==> config.mk <==
export PLATFORM = sky130hd
export DESIGN_NAME = fixed_slot_pool_allocator_unit
export DESIGN_NICKNAME = d
export VERILOG_FILES = /design/src/design/fspa_pkg.sv /design/src/design/fixed_slot_pool_allocator_unit.sv
export SDC_FILE = /design/constraint.sdc
export NUM_CORES = 1
export LEC_CHECK = 0
export BUFFER_PORTS_ARGS = -buffer_cell sky130_fd_sc_hd__buf_4
export CORE_UTILIZATION = 60
export DETAILED_ROUTE_END_ITERATION = 7
export PLACE_DENSITY = 0.81
export SETUP_SLACK_MARGIN = 0.05
export SKIP_CTS_REPAIR_TIMING = 1
export SLEW_MARGIN = 30
export SYNTH_ARGS = -nofsm -noshare
export SYNTH_HDL_FRONTEND = slang
export SYNTH_SLANG_ARGS = --single-unit
export TNS_END_PERCENT = 20
==> constraint.sdc <==
create_clock -name clk -period 9.58 [get_ports clk]
set_input_delay 0.958 -clock clk [delete_from_list [all_inputs] [get_ports clk]]
set_output_delay 0.958 -clock clk [all_outputs]
set_load 0.05 [all_outputs]
==> src/design/fspa_pkg.sv <==
// ----------------------------------------------------------------------------
// fspa_pkg
// Shared constants and codes for the fixed slot pool allocator.
// ----------------------------------------------------------------------------
package fspa_pkg;

  localparam int SLOTS = 64;
  localparam int IDX_W = (SLOTS > 1) ? $clog2(SLOTS) : 1;
  localparam int CNT_W = $clog2(SLOTS + 1);

  localparam int ADDR_W    = 32;
  localparam int SIZE_W    = 16;
  localparam int OUT_IDX_W = 6;
  localparam int OUT_CNT_W = 7;
  localparam int STATUS_W  = 2;

  typedef enum logic [0:0] {
    CMD_ALLOC   = 1'b0,
    CMD_RELEASE = 1'b1
  } cmd_t;

  typedef enum logic [STATUS_W-1:0] {
    ST_OK        = 2'd0,
    ST_FULL      = 2'd1,
    ST_NOT_FOUND = 2'd2
  } status_t;

  typedef enum logic [0:0] {
    REG_BASE_ADDRESS = 1'b0,
    REG_OBJECT_SIZE  = 1'b1
  } reg_index_t;

endpackage

==> src/design/fixed_slot_pool_allocator_unit.sv <==
// ----------------------------------------------------------------------------
// fixed_slot_pool_allocator_unit
// Pool allocator for equal-size slots: grants the lowest free slot, frees the
// lowest busy slot at a given address, and tracks the busy count.
// ----------------------------------------------------------------------------
// After reset a clearing pass walks the busy memory, one slot per cycle, over
// all SLOTS (64) slots while no command is taken; register writes are taken as
// ever. Each command then scans the busy memory, one slot per cycle through
// its single read port, and stops at the first free slot (allocate) or the
// first busy slot whose address matches (release), or at the last slot for a
// full pool or a miss, and then loads the result register. The next command
// is taken once the result is loaded, even while that result still waits
// downstream. Slot addresses are base_address + index * object_size modulo
// 2^32.
module fixed_slot_pool_allocator_unit (
  input  logic        clk,
  input  logic        rst,
  // command stream
  input  logic        s_tvalid,
  output logic        s_tready,
  input  logic [31:0] s_tdata,   // [31:0] release_address
  input  logic [0:0]  s_tuser,   // [0] command
  // result stream
  output logic        m_tvalid,
  input  logic        m_tready,
  output logic [47:0] m_tdata,   // [31:0] slot_address, [37:32] slot_index,
                                 // [44:38] busy_count, [47:45] zero
  output logic [1:0]  m_tuser,   // [1:0] status
  // configuration
  input  logic        psel,
  input  logic        penable,
  input  logic        pwrite,
  input  logic [2:0]  paddr,
  input  logic [31:0] pwdata,
  output logic [31:0] prdata,
  output logic        pready
);

  typedef enum logic [1:0] {
    S_CLEAR,
    S_IDLE,
    S_SCAN,
    S_PUSH
  } state_t;

  state_t state;

  logic [fspa_pkg::ADDR_W-1:0] base_address;
  logic [fspa_pkg::SIZE_W-1:0] object_size;

  // busy memory
  logic                       busy_mem [fspa_pkg::SLOTS];
  logic                       mem_we;
  logic [fspa_pkg::IDX_W-1:0] mem_wa;
  logic                       mem_wd;
  logic                       busy_rd;

  logic [fspa_pkg::IDX_W:0]    clr_idx;
  logic [fspa_pkg::IDX_W:0]    rd_idx;
  logic [fspa_pkg::IDX_W-1:0]  chk_idx;
  logic                        chk_vld;
  logic [fspa_pkg::ADDR_W-1:0] issue_addr;
  logic [fspa_pkg::ADDR_W-1:0] chk_addr;

  fspa_pkg::cmd_t              cmd_q;
  logic [fspa_pkg::ADDR_W-1:0] want_q;
  logic [fspa_pkg::CNT_W-1:0]  busy_total;

  fspa_pkg::status_t           res_status;
  logic [fspa_pkg::ADDR_W-1:0] res_addr;
  logic [fspa_pkg::IDX_W-1:0]  res_idx;

  logic                        hit;
  logic                        last_chk;

  assign pready   = 1'b1;
  assign s_tready = (state == S_IDLE);

  assign hit = chk_vld && ((cmd_q == fspa_pkg::CMD_ALLOC) ? !busy_rd
                                                          : (busy_rd && chk_addr == want_q));
  assign last_chk = chk_vld && (chk_idx == fspa_pkg::IDX_W'(fspa_pkg::SLOTS - 1));

  always_comb begin
    mem_we = 1'b0;
    mem_wa = chk_idx;
    mem_wd = 1'b0;
    if (state == S_CLEAR) begin
      mem_we = 1'b1;
      mem_wa = clr_idx[fspa_pkg::IDX_W-1:0];
    end else if (state == S_SCAN && hit) begin
      mem_we = 1'b1;
      mem_wd = (cmd_q == fspa_pkg::CMD_ALLOC);
    end
  end

  always_ff @(posedge clk) begin
    if (mem_we) begin
      busy_mem[mem_wa] <= mem_wd;
    end
    busy_rd <= busy_mem[rd_idx[fspa_pkg::IDX_W-1:0]];
  end

  // configuration registers
  always_ff @(posedge clk) begin
    if (rst) begin
      base_address <= '0;
      object_size  <= fspa_pkg::SIZE_W'(64);
    end else if (psel && penable && pwrite && pready) begin
      unique case (fspa_pkg::reg_index_t'(paddr[2]))
        fspa_pkg::REG_BASE_ADDRESS: base_address <= pwdata;
        fspa_pkg::REG_OBJECT_SIZE:  object_size  <= pwdata[fspa_pkg::SIZE_W-1:0];
        default: ;
      endcase
    end
  end

  always_comb begin
    unique case (fspa_pkg::reg_index_t'(paddr[2]))
      fspa_pkg::REG_BASE_ADDRESS: prdata = base_address;
      fspa_pkg::REG_OBJECT_SIZE:  prdata = {{(32 - fspa_pkg::SIZE_W){1'b0}}, object_size};
      default:                    prdata = '0;
    endcase
  end

  always_ff @(posedge clk) begin
    if (rst) begin
      state      <= S_CLEAR;
      clr_idx    <= '0;
      busy_total <= '0;
      chk_vld    <= 1'b0;
      m_tvalid   <= 1'b0;
    end else begin
      if (m_tvalid && m_tready && state != S_PUSH) begin
        m_tvalid <= 1'b0;
      end
      unique case (state)
        S_CLEAR: begin
          clr_idx <= clr_idx + 1'b1;
          if (clr_idx == (fspa_pkg::IDX_W + 1)'(fspa_pkg::SLOTS - 1)) begin
            state <= S_IDLE;
          end
        end
        S_IDLE: begin
          if (s_tvalid) begin
            cmd_q      <= fspa_pkg::cmd_t'(s_tuser[0]);
            want_q     <= s_tdata;
            rd_idx     <= '0;
            issue_addr <= base_address;
            chk_vld    <= 1'b0;
            state      <= S_SCAN;
          end
        end
        S_SCAN: begin
          // issue the next read while checking the previous one
          chk_vld    <= !hit && !last_chk &&
                        (rd_idx < (fspa_pkg::IDX_W + 1)'(fspa_pkg::SLOTS));
          chk_idx    <= rd_idx[fspa_pkg::IDX_W-1:0];
          chk_addr   <= issue_addr;
          rd_idx     <= rd_idx + 1'b1;
          issue_addr <= issue_addr + {{(fspa_pkg::ADDR_W - fspa_pkg::SIZE_W){1'b0}},
                                      object_size};
          if (hit) begin
            res_status <= fspa_pkg::ST_OK;
            res_idx    <= chk_idx;
            res_addr   <= chk_addr;
            if (cmd_q == fspa_pkg::CMD_ALLOC) begin
              busy_total <= busy_total + 1'b1;
            end else if (busy_total != '0) begin
              busy_total <= busy_total - 1'b1;
            end
            state   <= S_PUSH;
          end else if (last_chk) begin
            res_status <= (cmd_q == fspa_pkg::CMD_ALLOC) ? fspa_pkg::ST_FULL
                                                         : fspa_pkg::ST_NOT_FOUND;
            res_idx    <= '0;
            res_addr   <= '0;
            state      <= S_PUSH;
          end
        end
        S_PUSH: begin
          // hold until the result register is free
          if (!m_tvalid || m_tready) begin
            m_tvalid <= 1'b1;
            m_tuser  <= res_status;
            m_tdata  <= {3'b000,
                         fspa_pkg::OUT_CNT_W'(busy_total),
                         fspa_pkg::OUT_IDX_W'(res_idx),
                         res_addr};
            state    <= S_IDLE;
          end
        end
        default: state <= S_IDLE;
      endcase
    end
  end

  a_count_bound: assert property (@(posedge clk) disable iff (rst)
    busy_total <= fspa_pkg::CNT_W'(fspa_pkg::SLOTS))
    else $error("busy count exceeds pool size");

  a_full_count: assert property (@(posedge clk) disable iff (rst)
    (state == S_PUSH && res_status == fspa_pkg::ST_FULL)
      |-> busy_total == fspa_pkg::CNT_W'(fspa_pkg::SLOTS))
    else $error("pool full reported with free slots");

  a_error_zero: assert property (@(posedge clk) disable iff (rst)
    (m_tvalid && m_tuser != fspa_pkg::ST_OK) |-> m_tdata[37:0] == '0)
    else $error("error result carries nonzero address or index");

  a_scan_keeps_count: assert property (@(posedge clk) disable iff (rst)
    (s_tvalid && s_tready) |=> (state == S_SCAN && $stable(busy_total)))
    else $error("count changed on command accept");

endmodule
* Yosys cells after proc, flatten, opt, wreduce, memory -nomap -nowiden *
Memories as Yosys holds them, arrays and structs flattened. A register that Yosys moved wholly into a read port is not among the register bits.
Index checks and enable logic that the tools add are counted.

word-level totals
  register bits = 263
  memory bits (writable) = 64
  input bits = 75
  logic and storage cells = 101
  memories = 1

memories
  name      depth  width  rd ports  clocked after Yosys merged registers in  write ports  line                                  text
  busy_mem  64     1      1         1                                        1            fixed_slot_pool_allocator_unit.sv:52  logic busy_mem [fspa_pkg::SLOTS];

cells by class
  $add $sub $neg = 5
  $lt $le $gt $ge = 1
  equality and inequality tests = 12
  muxes and demuxes = 32
  bitwise operators = 3
  reduce and logical (&&, ||, !) cells = 29

operators with widths
  operator                                                                 count
  32-bit case mux with 2 select lines                                      2
  32-bit two-way mux                                                       3
  32-bit by 16-bit adder with 32-bit output                                1
  32-bit equality test                                                     1
  7-bit by 1-bit adder with 7-bit output, second input constant            3
  7-bit two-way mux                                                        3
  6-bit two-way mux                                                        3
  3-bit AND reduction                                                      5
  2-bit two-way mux                                                        7
  7-bit case mux with 2 select lines                                       1
  1-bit two-way mux                                                        11
  1-bit logical AND                                                        10
  2-bit case mux with 4 select lines                                       1
  2-bit AND reduction                                                      4
  7-bit by 6-bit equality test with 1-bit output, second input constant    1
  7-bit < comparator, second input constant                                1
  7-bit nonzero test                                                       1
  7-bit by 1-bit subtractor with 7-bit output, second input constant       1
  6-bit equality test, second input constant                               1
  2-bit inequality test, second input constant                             3
  2-bit equality test, second input constant                               2
  1-bit zero test                                                          4
  2-bit by 1-bit inequality test with 1-bit output, second input constant  2
  4-bit AND reduction                                                      1
  other kinds (7)                                                          10

* Depth between registers and ports, before layout *
  word-level depth = 9
  depth in mapped cells = 9
  gate-level depth less buffers = 9

* Worst setup path before layout *
Ideal clock, no wire load.

  path kind = reg2reg
  start = register state[0]
  end = memory busy_mem[0] (data pin)
  setup time = 0.864 ns
  arrival time = 4.562 ns
  data required time = 8.716 ns
  setup slack = 4.154 ns
  stages on the path, launching flop included = 6
  buffers on the path = 2
  cells stage by stage = dfxtp_1 inv_1 ha_1 clkbuf_1 clkbuf_1 nor4_1

on the way
  word-level cells in the longest chain between the ends = 4
  elaborated cells on any way between the ends = 5
  classes of those cells = 1 x eq/ne; 2 x mux; 2 x reduce/logical

ends and longest elaborated chain
  element                 line                                   text
  start, declared         fixed_slot_pool_allocator_unit.sv:46   state_t state;
  start signal, assigned  fixed_slot_pool_allocator_unit.sv:127  state <= S_CLEAR;
  start signal, assigned  fixed_slot_pool_allocator_unit.sv:140  state <= S_IDLE;
  start signal, assigned  fixed_slot_pool_allocator_unit.sv:150  state <= S_SCAN;
  2-bit equality test     fixed_slot_pool_allocator_unit.sv:90   end else if (state == S_SCAN && hit) begin
  1-bit logical AND       fixed_slot_pool_allocator_unit.sv:90
  1-bit two-way mux       fixed_slot_pool_allocator_unit.sv:90
  1-bit two-way mux *     fixed_slot_pool_allocator_unit.sv:87   if (state == S_CLEAR) begin
  via mem_wd              fixed_slot_pool_allocator_unit.sv:55   logic mem_wd;
  end, declared           fixed_slot_pool_allocator_unit.sv:52

The timed path passes the listed nets; every way through them passes the cells marked *.

* Worst setup path in the final report *
  start = register chk_addr[24] (netlist bit)
  end = memory busy_mem[2] (enable)

on the way
  word-level cells in the longest chain between the ends = 9

ends and longest elaborated chain
  element                                  line                                   text
  start, declared                          fixed_slot_pool_allocator_unit.sv:63   logic [fspa_pkg::ADDR_W-1:0] chk_addr;
  start signal, assigned                   fixed_slot_pool_allocator_unit.sv:158  chk_addr <= issue_addr;
  32-bit equality test                     fixed_slot_pool_allocator_unit.sv:80   : (busy_rd && chk_addr == want_q));
  1-bit logical AND                        fixed_slot_pool_allocator_unit.sv:80
  1-bit two-way mux                        fixed_slot_pool_allocator_unit.sv:79   assign hit = chk_vld && ((cmd_q == fspa_pkg::CMD_ALLOC) ? !busy_rd
  1-bit logical AND                        fixed_slot_pool_allocator_unit.sv:79
  1-bit logical AND                        fixed_slot_pool_allocator_unit.sv:90
  1-bit two-way mux                        fixed_slot_pool_allocator_unit.sv:90
  1-bit two-way mux                        fixed_slot_pool_allocator_unit.sv:87
  1-bit two-way mux                        fixed_slot_pool_allocator_unit.sv:97   if (mem_we) begin
  1-bit two-way mux (not written as such)  fixed_slot_pool_allocator_unit.sv:98   busy_mem[mem_wa] <= mem_wd;

No other way between the ends.

==> reports/results.ini <==
[clocking]
clk_pin_slew_ns=0.06
insertion_delay_ns=0.55
cts_tree=built
htree_levels=1
clockBufferDepth=3
cts_root_buf=clkbuf_16
numCtsBuffers=31
cts.sinks=328

[yosys]
syn_inst=1126
synth_edf_count=261
synth_top_area_cell=edfxtp_1
yosysMostFrequentCell=edfxtp_1
yosys.area.top_type_share=0.552
avgSynthCellArea_sq_um=12.6
synth-seq-area-share=0.646
synthTopCellsByArea=edfxtp_1 55%, dfxtp_1 9.4%, nand2_1 3.7%
synth_ff_type=edfxtp_1
ys_top_cells_by_count=261 x edfxtp_1, 141 x nand2_1, 121 x nor2_1
yosysWarnings=0
syn_area_sq_um=14200
postSynth.asyncResetShare=0
yosys_register_bits=328
synth.distinct_cells=61

[pwr]
p_int_w=0.00223
p_leak_nw=5.80
p_clk_frac=0.415
combPwrFrac=0.037
power.total_w=0.00280
peakVddDrop_mv=0.115
power_density_nw_per_um2=168
seqPwrFrac=0.548
p_sw_frac=0.203
p_sw_w=0.000570

[timing]
drv_slew=0
finClkSkew_ns=0.0142
fin_ws_ns=6.04
hold_violations=0
tns_ns=0
fmax_mhz=283
min_period_ns=3.54
relSlewSlack=0.367
fin_crit_sh=0.369
hold_ws_ns=0.417
setup_viol=0
max_slew.worst_pin.slew_ns=0.946
rsz0062_at_grt=no

[grt]
grt_max_degree=72
antenna_found_initial=0
grt.total_usage=0.249
grt_pass1_wl_um=46500
grt_remaining_overflow=0
grt_pass1_vias=8565

[worst_setup_path]
cp.required_ns=9.82
critPathLaunchType=flop
rr_endpoint=busy_mem[2]
reg2reg_depth=7
crit_type=flop to flop
r2r_start=chk_addr[24]
worstPathMaxFanout=46
r2r_slack_ns=6.04
cp-end-kind=flop
critPathArrivalTime_ns=3.78

[finish]
n_fill_cell=1526
area_delta_synth_final_pct=17.6
fin_area_sq_um=16700
final_layout_size_suffix_gt1_frac=0.213
final_nets=1380
n_antenna_cell=0

[floorplanning]
die_w_um=156
rows=55
die-area_sq_um=24300
io_pins=160
coreArea_sq_um=22900
die_h_um=156
start_util=0.620

[route]
route.detailed.drc=0
vias_per_cell=5.76
via_count=9267
wl_per_cell_um=18.5
drtIter0Drc=782
ant_nets=0
drt-total-wl_um=29900
first_pass_iters=6

[job]
max_cap_viol_count=0

[worst_hold_path]
hold-path-cell-count=0
holdPathEnd=m_tdata[34]
hp-start=res_idx[2]
holdCritPathClass=flop to flop

[placed_design]
port_buffers=153
placed_area_sq_um=15700
dp_slack_ns=6.12
dp_hpwl_um=19900
gp_congestion=0.840

[status]
outcome=finished, final reports clean

[worst max-delay path by stage]
stage	end	slack, ns	cells after the start	startpoint
6_report	busy_mem[2]	6.04	7	chk_addr[24]
5_1_grt	busy_mem[27]	5.76	7	chk_addr[3]
4_1_cts	busy_mem[2]	6.05	7	chk_addr[24]
3_5_place_dp	busy_mem[58]	6.12	7	chk_addr[24]
3_3_place_gp	busy_mem[23]	5.60	7	chk_addr[24]
2_1_floorplan	busy_mem[0]	4.15	5	state[0]
[layout by cell type, fill, tap and decap left out, types with 4 or more instances in the layout]
| master | instances |
|---|---|
| nand3_1 | 28 |
| a21oi_1 | 88 |
| dfxtp_1 | 67 |
| a21o_1 | 9 |
| nand4_1 | 10 |
| mux4_2 | 21 |
| ha_1 | 28 |
| nor4_1 | 6 |
| o21a_1 | 4 |
| buf_4 | 163 |
| nand2_1 | 141 |
| conb_1 | 4 |
| mux2i_1 | 8 |
| o211ai_1 | 5 |
| xor2_1 | 11 |
| edfxtp_1 | 261 |
| mux2_2 | 26 |
| and2_1 | 42 |
| xnor2_1 | 52 |
| nor3_1 | 9 |
| clkbuf_16 | 31 |
| a41oi_2 | 8 |
| clkbuf_1 | 8 |
| a211oi_1 | 7 |
| o21ai_0 | 15 |
| nor2b_1 | 20 |
| nor2_1 | 118 |
| inv_1 | 20 |
| and3_1 | 10 |
| clkinv_1 | 6 |
[final cells by class]
| cell class | instances | area (sq um) | area share |
|---|---|---|---|
| Clock inverter | 15 | 131 | 0.00786 |
| Inverter | 20 | 75.1 | 0.00449 |
| Clock buffer | 41 | 833 | 0.0499 |
| Multi-Input combinational cell | 728 | 4830 | 0.289 |
| Sequential cell | 328 | 9180 | 0.549 |
| Timing Repair Buffer | 165 | 1270 | 0.0758 |
| Tap cell | 313 | 392 | 0.0234 |
[per-stage QoR]
step,utilization,cells
global placement,0.682,1552
detailed placement,0.686,1553
global route,0.729,1610
CTS,0.728,1609
finish,0.729,1610
floorplan,-,1128
[cells by family after synthesis]
| logic type | synth area share |
|---|---|
| adder cells (fa/ha/maj) | 0.0284 |
| AO/OA/AOI/OAI | 0.0738 |
| AND/OR/NAND/NOR | 0.131 |
| XOR/XNOR | 0.0388 |
| buffers and inverters | 0.0214 |
| multiplexers | 0.0595 |
| other | 0.000529 |
| flip-flops | 0.646 |
[metal layers]
metal	global-route usage	routed length (um)
met1	0.366	12700
met5	0	0
met3	0.0358	2580
met2	0.382	13700
met4	0.0859	928
[worst max-delay path: stages, from the launching register on]
cell and delay [ns]:
edfxtp_1 0.44, xnor2_1 0.21, nand4_1 0.11, nor4_1 0.64, and4_1 0.38, o21a_2 0.65, a41oi_2 0.53, nor2_1 0.26
[power groups by stage]
| stage | clock network (W) | logic, W | registers, W |
|---|---|---|---|
| 2_1_floorplan | 0 | 0.0000605 | 0.00156 |
| 3_3_place_gp | 0 | 0.000101 | 0.00157 |
| 3_5_place_dp | 0 | 0.000103 | 0.00157 |
| 4_1_cts | 0.00118 | 0.000104 | 0.00154 |
| 5_1_grt | 0.00123 | 0.000112 | 0.00154 |
| 6_report | 0.00116 | 0.000104 | 0.00154 |
[sequential cells by signal, indices dropped and copies added, names as in the netlist, 16 cells and up]
| signal | count |
|---|---|
| busy_mem | 64 |
| m_tdata | 45 |
| base_address | 32 |
| chk_addr | 32 |
| issue_addr | 32 |
| res_addr | 32 |
| want_q | 32 |
| object_size | 16 |
No activity file was read; power rests on OpenSTA's default activity.
